File: config.mk
export PLATFORM = sky130hd
export DESIGN_NAME = quote_imbalance_signal_window
export DESIGN_NICKNAME = d
export VERILOG_FILES = /design/src/design/qisw_pkg.sv /design/src/design/qisw_div.sv /design/src/design/quote_imbalance_signal_window.sv
export VERILOG_INCLUDE_DIRS = /design/src /design/src/design
export SDC_FILE = /design/constraint.sdc
export NUM_CORES = 2
export LEC_CHECK = 0
export ABC_AREA = 1
export BUFFER_PORTS_ARGS = -buffer_cell sky130_fd_sc_hd__buf_2
export CORE_MARGIN = 2
export CORE_UTILIZATION = 46
export CTS_CLUSTER_DIAMETER = 200
export CTS_CLUSTER_SIZE = 8
export DETAILED_ROUTE_END_ITERATION = 8
export GPL_ROUTABILITY_DRIVEN = 0
export PLACE_DENSITY = 0.66
export SYNTH_ARGS = -nofsm -noshare
export SYNTH_HDL_FRONTEND = slang
export SYNTH_HIERARCHICAL = 1
export SYNTH_SLANG_ARGS = --single-unit
File: constraint.sdc
create_clock -name clk -period 13.3 [get_ports clk]
set_clock_uncertainty 0.2 [all_clocks]
set_input_delay 3.325 -clock clk [delete_from_list [all_inputs] [get_ports clk]]
set_output_delay 3.325 -clock clk [all_outputs]
set_load 0.03 [all_outputs]
File: src/design/quote_imbalance_signal_window_assert.svh
// Assertion macros for the quote imbalance signal window.
// Each macro expects a clock named clk and a reset named rst in scope.
`ifndef QUOTE_IMBALANCE_SIGNAL_WINDOW_ASSERT_SVH
`define QUOTE_IMBALANCE_SIGNAL_WINDOW_ASSERT_SVH

// Same-cycle implication
`define QISW_ASSERT_IMP(label, ante, cons) \
  label: assert property (@(posedge clk) disable iff (rst) (ante) |-> (cons)) \
    else $error("qisw: same-cycle check failed");

// Next-cycle implication
`define QISW_ASSERT_NEXT(label, ante, cons) \
  label: assert property (@(posedge clk) disable iff (rst) (ante) |=> (cons)) \
    else $error("qisw: next-cycle check failed");

`endif

File: src/design/qisw_pkg.sv
// Shared constants for the quote imbalance signal window.
// No dependencies.
package qisw_pkg;
  localparam int COUNT_BITS_DEF = 20;
  localparam int OUT_COUNT_W    = 20;

  localparam logic [1:0] SIG_NEUTRAL = 2'd0;
  localparam logic [1:0] SIG_BUY     = 2'd1;
  localparam logic [1:0] SIG_SELL    = 2'd2;
  localparam logic [1:0] SIG_UNUSED  = 2'd3;

  localparam logic [1:0] CFG_BUY_RATIO  = 2'd0;
  localparam logic [1:0] CFG_SELL_RATIO = 2'd1;
  localparam logic [1:0] CFG_MIN_TICK   = 2'd2;
  localparam logic [1:0] CFG_TICK_FRAC  = 2'd3;
endpackage

File: src/design/qisw_div.sv
// Restoring divider, one quotient bit per cycle.
// Standalone; the quotient must fit QW bits (dividend >> QW below divisor).
module qisw_div #(
  parameter int DW = 65,
  parameter int VW = 33,
  parameter int QW = 32
) (
  input  logic          clk,
  input  logic          rst,
  input  logic          start,
  input  logic [DW-1:0] dividend,
  input  logic [VW-1:0] divisor,
  output logic          busy,
  output logic [QW-1:0] quotient,
  output logic [VW-1:0] remainder
);
  localparam int CW = $clog2(QW + 1);

  logic [VW-1:0] rem;
  logic [QW-1:0] low;
  logic [CW-1:0] cnt;
  logic [VW:0]   cat;
  logic [VW:0]   diff;
  logic [VW:0]   top_ext;

  // Bring down the next dividend bit and trial-subtract
  assign cat  = {rem, low[QW-1]};
  assign diff = cat - {1'b0, divisor};
  assign top_ext = (VW+1)'(dividend[DW-1:QW]);

  // Load, then shift one bit per cycle
  always_ff @(posedge clk) begin
    if (rst) begin
      busy <= 1'b0;
      cnt  <= '0;
    end else if (start) begin
      busy <= 1'b1;
      cnt  <= CW'(QW);
    end else if (busy) begin
      cnt <= cnt - 1'b1;
      if (cnt == CW'(1)) busy <= 1'b0;
    end
  end

  always_ff @(posedge clk) begin
    if (start) begin
      rem <= top_ext[VW-1:0];
      low <= dividend[QW-1:0];
    end else if (busy) begin
      if (!diff[VW]) begin
        rem <= diff[VW-1:0];
        low <= {low[QW-2:0], 1'b1};
      end else begin
        rem <= cat[VW-1:0];
        low <= {low[QW-2:0], 1'b0};
      end
    end
  end

  assign quotient  = low;
  assign remainder = rem;
endmodule

File: src/design/quote_imbalance_signal_window.sv
// Quote imbalance signal window: top level.
// A quote passes through the multiply, load and divide steps and then the result register;
// a close skips the multiply step.
// One item at a time; the next item is accepted the cycle after the result register
// loads, and the result register waits while out_stall holds a pending out_valid.
// Reset (rst, synchronous) clears window counts and history and restores default thresholds.
`include "quote_imbalance_signal_window_assert.svh"
module quote_imbalance_signal_window
  import qisw_pkg::*;
#(
  parameter int COUNT_BITS = COUNT_BITS_DEF
) (
  input  logic        clk,
  input  logic        rst,
  input  logic        cfg_write,
  input  logic [1:0]  cfg_index,
  input  logic [30:0] cfg_data,
  input  logic        in_valid,
  output logic        in_stall,
  input  logic        mode,
  input  logic [30:0] bid,
  input  logic [30:0] ask,
  input  logic [31:0] bid_size,
  input  logic [31:0] ask_size,
  output logic        out_valid,
  input  logic        out_stall,
  output logic [1:0]  signal,
  output logic signed [31:0] spread,
  output logic [31:0] mid_doubled,
  output logic [31:0] weighted_mid_doubled,
  output logic [16:0] bid_share,
  output logic [OUT_COUNT_W-1:0] buy_total,
  output logic [OUT_COUNT_W-1:0] sell_total,
  output logic [OUT_COUNT_W-1:0] neutral_total,
  output logic [OUT_COUNT_W-1:0] quote_total,
  output logic signed [31:0] average_spread,
  output logic [31:0] last_mid_doubled
);
  localparam int ACC_W = 32 + COUNT_BITS;
  localparam logic [COUNT_BITS-1:0] CNT_MAX = '1;

  localparam logic [1:0] ST_IDLE = 2'd0;
  localparam logic [1:0] ST_MUL  = 2'd1;
  localparam logic [1:0] ST_LOAD = 2'd2;
  localparam logic [1:0] ST_DIV  = 2'd3;

  logic [1:0] state;

  // Thresholds
  logic [15:0] buy_ratio, sell_ratio, tick_frac;
  logic [30:0] min_tick;

  // Window state
  logic [31:0] previous_mid, recent_mid;
  logic        previous_valid;
  logic [COUNT_BITS-1:0] buy_counter, sell_counter, neutral_counter, quote_counter;
  logic [COUNT_BITS-1:0] buy_next, sell_next, neutral_next;
  logic signed [ACC_W-1:0] spread_accumulator;

  // Item working registers
  logic        mode_r, pv_r, vol_gt, vol_lt;
  logic [30:0] bid_r, ask_r;
  logic [31:0] bv_r, bv_sh, av_sh, mid_r;
  logic [32:0] total_r;
  logic signed [31:0] spread_r;
  logic signed [33:0] diff2_r;
  logic signed [48:0] scaled_r;
  logic [63:0] num;
  logic [4:0]  mcnt;

  logic accept, finish, div_start, any_busy;
  logic [31:0] mid_in;
  logic signed [31:0] spread_in;

  assign accept    = in_valid && !in_stall;
  assign in_stall  = (state != ST_IDLE);
  assign mid_in    = {1'b0, bid} + {1'b0, ask};
  assign spread_in = signed'({1'b0, ask}) - signed'({1'b0, bid});
  assign div_start = (state == ST_LOAD);

  // Configuration writes
  always_ff @(posedge clk) begin
    if (rst) begin
      buy_ratio  <= 16'd39322;
      sell_ratio <= 16'd26214;
      min_tick   <= 31'd1;
      tick_frac  <= 16'd16384;
    end else if (cfg_write) begin
      unique case (cfg_index)
        CFG_BUY_RATIO:  buy_ratio  <= cfg_data[15:0];
        CFG_SELL_RATIO: sell_ratio <= cfg_data[15:0];
        CFG_MIN_TICK:   min_tick   <= cfg_data;
        CFG_TICK_FRAC:  tick_frac  <= cfg_data[15:0];
        default: ;
      endcase
    end
  end

  // Dividers: weighted mid, bid share, average spread
  logic [31:0] wq, aq;
  logic [32:0] wr, sr_unused, sr;
  logic [16:0] sq;
  logic [COUNT_BITS-1:0] ar;
  logic w_busy, s_busy, a_busy;
  logic [ACC_W-1:0] acc_mag;
  logic acc_neg;

  assign acc_neg = spread_accumulator[ACC_W-1];
  assign acc_mag = acc_neg ? ACC_W'(-spread_accumulator) : ACC_W'(spread_accumulator);

  qisw_div #(.DW(65), .VW(33), .QW(32)) u_wmid (
    .clk(clk), .rst(rst), .start(div_start), .dividend({num, 1'b0}),
    .divisor(total_r), .busy(w_busy), .quotient(wq), .remainder(wr));

  qisw_div #(.DW(48), .VW(33), .QW(17)) u_share (
    .clk(clk), .rst(rst), .start(div_start), .dividend({bv_r, 16'd0}),
    .divisor(total_r), .busy(s_busy), .quotient(sq), .remainder(sr));

  qisw_div #(.DW(ACC_W), .VW(COUNT_BITS), .QW(32)) u_avg (
    .clk(clk), .rst(rst), .start(div_start), .dividend(acc_mag),
    .divisor(quote_counter), .busy(a_busy), .quotient(aq), .remainder(ar));

  assign sr_unused = wr ^ sr;
  assign any_busy = w_busy || s_busy || a_busy || (ar != ar) || (sr_unused != sr_unused);
  assign finish   = (state == ST_DIV) && !any_busy && (!out_valid || !out_stall);

  // Sequencer
  always_ff @(posedge clk) begin
    if (rst) begin
      state <= ST_IDLE;
      mcnt  <= '0;
    end else begin
      unique case (state)
        ST_IDLE: if (accept) begin
          state <= mode ? ST_LOAD : ST_MUL;
          mcnt  <= '0;
        end
        ST_MUL: begin
          mcnt <= mcnt + 1'b1;
          if (mcnt == 5'd31) state <= ST_LOAD;
        end
        ST_LOAD: state <= ST_DIV;
        ST_DIV: if (finish) state <= ST_IDLE;
        default: state <= ST_IDLE;
      endcase
    end
  end

  // Capture the item; shift-add the cross products one volume bit per cycle
  always_ff @(posedge clk) begin
    if (accept) begin
      mode_r   <= mode;
      bid_r    <= bid;
      ask_r    <= ask;
      bv_r     <= bid_size;
      bv_sh    <= bid_size;
      av_sh    <= ask_size;
      vol_gt   <= bid_size > ask_size;
      vol_lt   <= bid_size < ask_size;
      total_r  <= {1'b0, bid_size} + {1'b0, ask_size};
      mid_r    <= mid_in;
      spread_r <= spread_in;
      diff2_r  <= signed'({2'b0, mid_in}) - signed'({2'b0, previous_mid});
      pv_r     <= previous_valid;
      num      <= '0;
    end else if (state == ST_MUL) begin
      num <= (num << 1)
           + (bv_sh[31] ? {33'd0, ask_r} : 64'd0)
           + (av_sh[31] ? {33'd0, bid_r} : 64'd0);
      bv_sh <= bv_sh << 1;
      av_sh <= av_sh << 1;
      scaled_r <= 49'(spread_r * signed'({1'b0, tick_frac}));
    end
  end

  // Decide the quote signal
  logic [1:0] q_sig, c_sig, sig_final;
  logic dir_pos, dir_neg, share_above, share_below;
  logic signed [48:0] lhs, lhs_neg;
  logic signed [33:0] mt2, diff_neg;

  assign dir_pos     = (vol_gt && spread_r > 0) || (vol_lt && spread_r < 0);
  assign dir_neg     = (vol_lt && spread_r > 0) || (vol_gt && spread_r < 0);
  assign share_above = (sq > {1'b0, buy_ratio}) || (sq == {1'b0, buy_ratio} && sr != '0);
  assign share_below = sq < {1'b0, sell_ratio};
  assign lhs         = {diff2_r, 15'd0};
  assign lhs_neg     = -lhs;
  assign diff_neg    = -diff2_r;
  assign mt2         = signed'({2'b0, min_tick, 1'b0});

  always_comb begin
    q_sig = SIG_NEUTRAL;
    if (total_r != '0) begin
      if (dir_pos && share_above) q_sig = SIG_BUY;
      else if (dir_neg && share_below) q_sig = SIG_SELL;
    end else if (pv_r) begin
      if (diff2_r > mt2 && lhs > scaled_r) q_sig = SIG_BUY;
      else if (diff_neg > mt2 && lhs_neg > scaled_r) q_sig = SIG_SELL;
    end
  end

  // Majority on close: buy wins ties, then neutral
  always_comb begin
    if (buy_counter != '0 && buy_counter >= sell_counter && buy_counter >= neutral_counter)
      c_sig = SIG_BUY;
    else if (neutral_counter >= sell_counter)
      c_sig = SIG_NEUTRAL;
    else
      c_sig = SIG_SELL;
  end

  assign sig_final = mode_r ? c_sig : q_sig;

  always_comb begin
    buy_next     = buy_counter;
    sell_next    = sell_counter;
    neutral_next = neutral_counter;
    if (!mode_r) begin
      unique case (q_sig)
        SIG_BUY:  if (buy_counter != CNT_MAX) buy_next = buy_counter + 1'b1;
        SIG_SELL: if (sell_counter != CNT_MAX) sell_next = sell_counter + 1'b1;
        default:  if (neutral_counter != CNT_MAX) neutral_next = neutral_counter + 1'b1;
      endcase
    end
  end

  // Window state: quote accept moves count, sum, history; finish tallies or clears
  always_ff @(posedge clk) begin
    if (rst) begin
      previous_mid       <= '0;
      previous_valid     <= 1'b0;
      recent_mid         <= '0;
      buy_counter        <= '0;
      sell_counter       <= '0;
      neutral_counter    <= '0;
      quote_counter      <= '0;
      spread_accumulator <= '0;
    end else if (accept && !mode) begin
      previous_mid   <= mid_in;
      previous_valid <= 1'b1;
      recent_mid     <= mid_in;
      if (quote_counter != CNT_MAX) begin
        quote_counter      <= quote_counter + 1'b1;
        spread_accumulator <= spread_accumulator + ACC_W'(spread_in);
      end
    end else if (finish) begin
      if (mode_r) begin
        buy_counter        <= '0;
        sell_counter       <= '0;
        neutral_counter    <= '0;
        quote_counter      <= '0;
        spread_accumulator <= '0;
      end else begin
        buy_counter     <= buy_next;
        sell_counter    <= sell_next;
        neutral_counter <= neutral_next;
      end
    end
  end

  // Result register
  logic [COUNT_BITS+OUT_COUNT_W-1:0] b_ext, s_ext, n_ext, q_ext;
  assign b_ext = {{OUT_COUNT_W{1'b0}}, buy_next};
  assign s_ext = {{OUT_COUNT_W{1'b0}}, sell_next};
  assign n_ext = {{OUT_COUNT_W{1'b0}}, neutral_next};
  assign q_ext = {{OUT_COUNT_W{1'b0}}, quote_counter};

  always_ff @(posedge clk) begin
    if (rst) begin
      out_valid <= 1'b0;
    end else if (finish) begin
      out_valid <= 1'b1;
    end else if (!out_stall) begin
      out_valid <= 1'b0;
    end
  end

  always_ff @(posedge clk) begin
    if (finish) begin
      signal               <= sig_final;
      spread               <= mode_r ? 32'sd0 : spread_r;
      mid_doubled          <= mode_r ? 32'd0 : mid_r;
      weighted_mid_doubled <= mode_r ? 32'd0 : ((total_r != '0) ? wq : mid_r);
      bid_share            <= (mode_r || total_r == '0) ? 17'd0 : sq;
      buy_total            <= b_ext[OUT_COUNT_W-1:0];
      sell_total           <= s_ext[OUT_COUNT_W-1:0];
      neutral_total        <= n_ext[OUT_COUNT_W-1:0];
      quote_total          <= q_ext[OUT_COUNT_W-1:0];
      average_spread       <= (quote_counter == '0) ? 32'sd0 :
                              (acc_neg ? -signed'(aq) : signed'(aq));
      last_mid_doubled     <= recent_mid;
    end
  end

  `QISW_ASSERT_NEXT(a_accept_starts, accept, (state == ST_MUL || state == ST_LOAD))
  `QISW_ASSERT_IMP(a_signal_code, out_valid, signal != SIG_UNUSED)
  `QISW_ASSERT_IMP(a_result_from_div, $rose(out_valid), $past(state == ST_DIV))
endmodule

Word level (Yosys, flattened, before mapping)
Index checks and enable logic that the tools add are counted.

Bits of input ports: 165. Output and inout port bits: 261. Flip-flop bits (word level): 1104.

Eq/ne operators: 22. $mul: 1. $lt $le $gt $ge: 13. Reductions and logical operators: 53. Add/sub/neg operators: 22. Muxes and demuxes: 80. Bitwise logic cells: 2.

Operators by type and width (count): $mux 20 (19); $mux 32 (10); $mux 52 (5); $mux 33 (4); $add 64x31->64 (2); $mux 31 (4); $gt 49x49->1 (2); $add 20x1->20 const B (4); $ne 20x20->1 const B (4); $gt 34x33->1 (2); $sub 34x33->34 (2); $reduce_bool 33->1 (2); $ge 20x20->1 (3); $add 52x32->52 (1); $neg 52->52 (1); $mul 32x17->49 (1); $neg 49->49 (1); $mux 17 (2); $neg 34->34 (1); $add 32x32->33 (1); $logic_not 33->1 (1); $sub 32x32->33 (1); $add 31x31->32 (1); $gt 32x1->1 const B (1); 36 further kinds (118).

Longest topological paths before layout
Word-level depth: 12. Depth in mapped cells: 38.

Hierarchy
Netlist, hierarchy kept.

Modules (own cells, without submodules): quote_imbalance_signal_window (times used 1, area each 75057.0 um^2, cells each 9239); qisw_div (u_wmid) (times used 1, area each 6632.6 um^2, cells each 1013); qisw_div (u_share) (times used 1, area each 5580.4 um^2, cells each 896); qisw_div (u_avg) (times used 1, area each 4354.2 um^2, cells each 618).

Worst setup path before layout
Ideal clock, no wire load.

Path kind: input -> register. From: input in_valid. To: register ask_r[0] (enable). Data required time: 12.420 ns. Arrival: 9.862 ns. Buffers on the path: 1. Setup time: 0.680 ns. Cell stages on the path: 3. Setup slack: 2.558 ns. Path through: nand2_2 -> inv_2 -> clkbuf_1.

Word-level cells in the longest chain between the ends: 1.

Ends and longest elaborated chain: start, declared (RTL line quote_imbalance_signal_window.sv:18) `input logic in_valid,`; $logic_and 1x1->1 (RTL line quote_imbalance_signal_window.sv:75) `assign accept = in_valid && !in_stall;`; via accept (RTL line quote_imbalance_signal_window.sv:71) `logic accept, finish, div_start, any_busy;`; end signal, assigned (RTL line quote_imbalance_signal_window.sv:154) `ask_r <= ask;`; end, declared (RTL line quote_imbalance_signal_window.sv:62) `logic [30:0] bid_r, ask_r;`.

The timed path passes the listed nets, and every way through them passes these cells. A chain may end at the register's enable or synchronous reset.

Final worst setup path
From: input bid[2]. To: register spread_accumulator[49].

Word-level cells in the longest chain between the ends: 4.

Ends and longest elaborated chain: start, declared (RTL line quote_imbalance_signal_window.sv:21) `input logic [30:0] bid,`; $sub 31x31->32 (RTL line quote_imbalance_signal_window.sv:78) `assign spread_in = signed'({1'b0, ask}) - signed'({1'b0, bid});`; via spread_in[31] (RTL line quote_imbalance_signal_window.sv:73) `logic signed [31:0] spread_in;`; $add 52x32->52 (RTL line quote_imbalance_signal_window.sv:244) `spread_accumulator <= spread_accumulator + ACC_W'(spread_in);`; $mux 52 (RTL line quote_imbalance_signal_window.sv:242) `if (quote_counter != CNT_MAX) begin`; $mux 52 (RTL line quote_imbalance_signal_window.sv:238) `end else if (accept && !mode) begin`; end signal, assigned (RTL line quote_imbalance_signal_window.sv:244); end, declared (RTL line quote_imbalance_signal_window.sv:58) `logic signed [ACC_W-1:0] spread_accumulator;`.

The timed path passes the listed nets, and every way through them passes these cells. The select of a mux whose other input is x is not followed.

==> impl_metrics.yaml <==
outcome:
  status: "finished, final reports clean"
finish:
  drive_gt1_frac: 0.0776
  nets: 13470
  postLayoutCoreUtil: 0.510
  area_growth_pct: 10.1
clock_network:
  cts_sinks: 1101
  cts_tree: "done"
  htreeDepth: 4
  cts_buffers: 155
  root_buffer: "clkbuf_16"
  cts-resized-gates: 0
  cts_setup_buffers: 0
  clock_latency_ps: 850
  hold_buffers: 0
  cts_max_path_buffers: 3
  clkTransAtPathRegs_ps: 60
sta:
  setup-violations-final: 0
  finalCriticalPeriod_ps: 7340
  tightest_slew_ps: 1320
  fmax_ghz: 0.136
  tns_ps: 0
  final.setup.worst_slack_ps: 5960
  fin_crit_sh: 0.552
  maxSlewViolCount: 0
  holdWs_ps: 247
  rsz0062_at_grt: "false"
  slew_headroom: 0.123
  hold_violations: 0
synthesis:
  synth-main-ff-cell: "edfxtp_1"
  netlist_instances: 11766
  synth_edf_count: 763
  syn-cell-area_um2: 91600
  synthDistinctLibCells: 73
  synth_area_per_cell_um2: 7.79
  synth-async-reset-ratio: 0
  yosys_warnings: 6
  seq_area_frac_synth: 0.324
  ys_ff_latch: 1101
placement:
  dpl.hpwl_um: 236000
  portBuffers: 425
  pre_cts_ws_ps: 5300
global_route:
  antenna_found_initial: 64
  grt_first_pass_wirelength_um: 455000
  grt_max_degree: 88
  overflow: 0
  grt_pass1_vias: 78779
  grt_use_total: 0.290
worst_setup_path:
  worst-path-max-fanout: 22
  cp_slowest_cell: "inv_1"
  critPathRequiredTime_ps: 13830
  r2r_start: "spread_r[11]"
  r2r_cells: 20
  cp-end-kind: "register"
  crit_top_cell: "nand2_1"
  timing.rr.end: "scaled_r[42]"
  startpoint_type: "primary input"
  worstSetupPathType: "primary input to register"
  slowest_delay_ps: 660
  cp.arrival_ps: 7870
  reg2reg_slack_ps: 6030
drt:
  maxUsedRoutingLayer: "met5"
  ant_nets: 0
  met2_length_um: 134000
  wl_met1_um: 116000
  drt_iter0_drc: 7820
  routedWlPerCell_um: 20.2
  drc: 0
  via_count: 80572
  vias_per_cell: 5.42
  drt_pass1_iterations: 8
  wl_met3_um: 26200
  wl_um: 300000
power_and_ir_drop:
  p_switching_mw: 10.9
  pwr-share-seq: 0.274
  combPwrFrac: 0.557
  power.internal_mw: 11.6
  ir_drop_mv: 0.165
  clkPwrFrac: 0.169
  p_leak_nw: 49.8
  switching_share: 0.486
  p_per_area_nw_per_um2: 223
hold_path:
  worst_hold_startpoint: "previous_valid"
  hold_depth: 0
  holdPathEnd: "pv_r"
  hold_class: "register to register"
die:
  die_width_um: 450
  die_h_um: 450
  dieArea_um2: 203000
  core_area_um2: 198000
  pin_count: 426
  rows: 163
  initial_utilization: 0.464
run:
  cap_violations: 0
==> layer usage <==
layer	up-vias	track usage
li1	37935	-
met1	38072	0.354
met2	3616	0.461
met3	887	0.0628
met4	62	0.193
met5	-	0
==> per-stage QoR <==
stage	std cells	instance area [µm²]	power (mW)
floorplan	11782	91700	15.1
global placement	14572	96200	18.2
detailed placement	14572	96200	18.5
CTS	14844	101000	22.4
global route	14861	101000	24.3
finish	14871	101000	22.5
==> cells in the final DEF, fill, tap and decap left out, drive strengths merged, types with 109 or more instances in the layout <==
master	n
inv	2405
nor2	889
nand3	523
edfxtp	763
clkbuf	258
o21ai	498
fa	528
dfxtp	338
nor3	163
ha	688
xor2	257
nand4	109
buf	500
nand2	2888
xnor2	117
a21oi	803
==> final cells by class <==
| class | instances | area [µm²] |
|---|---|---|
| fill | 18606 | 96800 |
| timing repair buffer | 500 | 2700 |
| antenna | 27 | 67.6 |
| tap | 2640 | 3300 |
| sequential | 1101 | 29700 |
| inverter | 2406 | 9050 |
| clock buffer | 258 | 4310 |
| multi-input combinational | 7925 | 51500 |
| clock inverter | 14 | 259 |
==> how the worst max path moves through the flow <==
stage | from | endpoint | slack (ps) | cells past startpoint
CTS | spread_r[31] | scaled_r[48] | 6090 | 16
detailed placement | bid[2] | spread_accumulator[49] | 5300 | 27
global placement | bid[2] | spread_accumulator[49] | 5360 | 28
finish | bid[2] | spread_accumulator[49] | 5960 | 27
floorplan | in_valid | ask_r[0] | 2560 | 3
global route | bid[2] | spread_accumulator[49] | 5560 | 28
==> cell usage after synthesis, types with 67 or more instances <==
library cell | instances | area (µm²)
fa_1 | 528 | 10600
clkbuf_1 | 256 | 961
nand2_1 | 2826 | 10600
ha_1 | 688 | 8610
xor2_1 | 256 | 2240
nand3_1 | 469 | 2350
edfxtp_1 | 763 | 22900
nor4_1 | 82 | 513
nand4_1 | 107 | 669
nor3_1 | 147 | 736
a31oi_1 | 67 | 419
nor2_1 | 852 | 3200
xnor2_1 | 117 | 1020
inv_1 | 2374 | 8910
a21oi_1 | 784 | 3920
dfxtp_1 | 338 | 6770
o21ai_0 | 442 | 2210
==> power by group through the flow <==
stage          Sequential [mW]  Clock, mW  Combinational (mW)
2_1_floorplan             5.91          0                9.15
3_3_place_gp              6.16          0                12.1
3_5_place_dp              6.18          0                12.3
4_1_cts                   6.12       3.86                12.4
5_1_grt                   6.21       3.99                14.1
6_report                  6.16       3.80                12.5
==> worst max-delay path: cells and delay by family <==
family	cells	cell delay (ps)
AND/OR/NAND/NOR	15	1570
AO/OA/AOI/OAI	7	1310
adder cells (fa/ha/maj)	2	840
buffers and inverters	3	830
==> kinds of logic (layout without fill, tap and decap cells) <==
logic type               after synthesis  in the layout  synth area share
adder cells (fa/ha/maj)             1216           1216             0.209
other                                  1             44         0.0000409
XOR/XNOR                             374            374            0.0358
buffers and inverters               2756           3178             0.115
flip-flops                          1101           1101             0.324
AND/OR/NAND/NOR                     4738           4738             0.220
AO/OA/AOI/OAI                       1579           1579            0.0950
multiplexers                           1              1          0.000109
==> registers in the layout, summed over array words and instances (netlist names), 33 cells and up <==
signal              cells
diff2_r                33
num                    64
scaled_r               49
spread_accumulator     52
total_r                33
u_share/remainder      33
u_wmid/remainder       33
(Power assumes the default switching activity.)
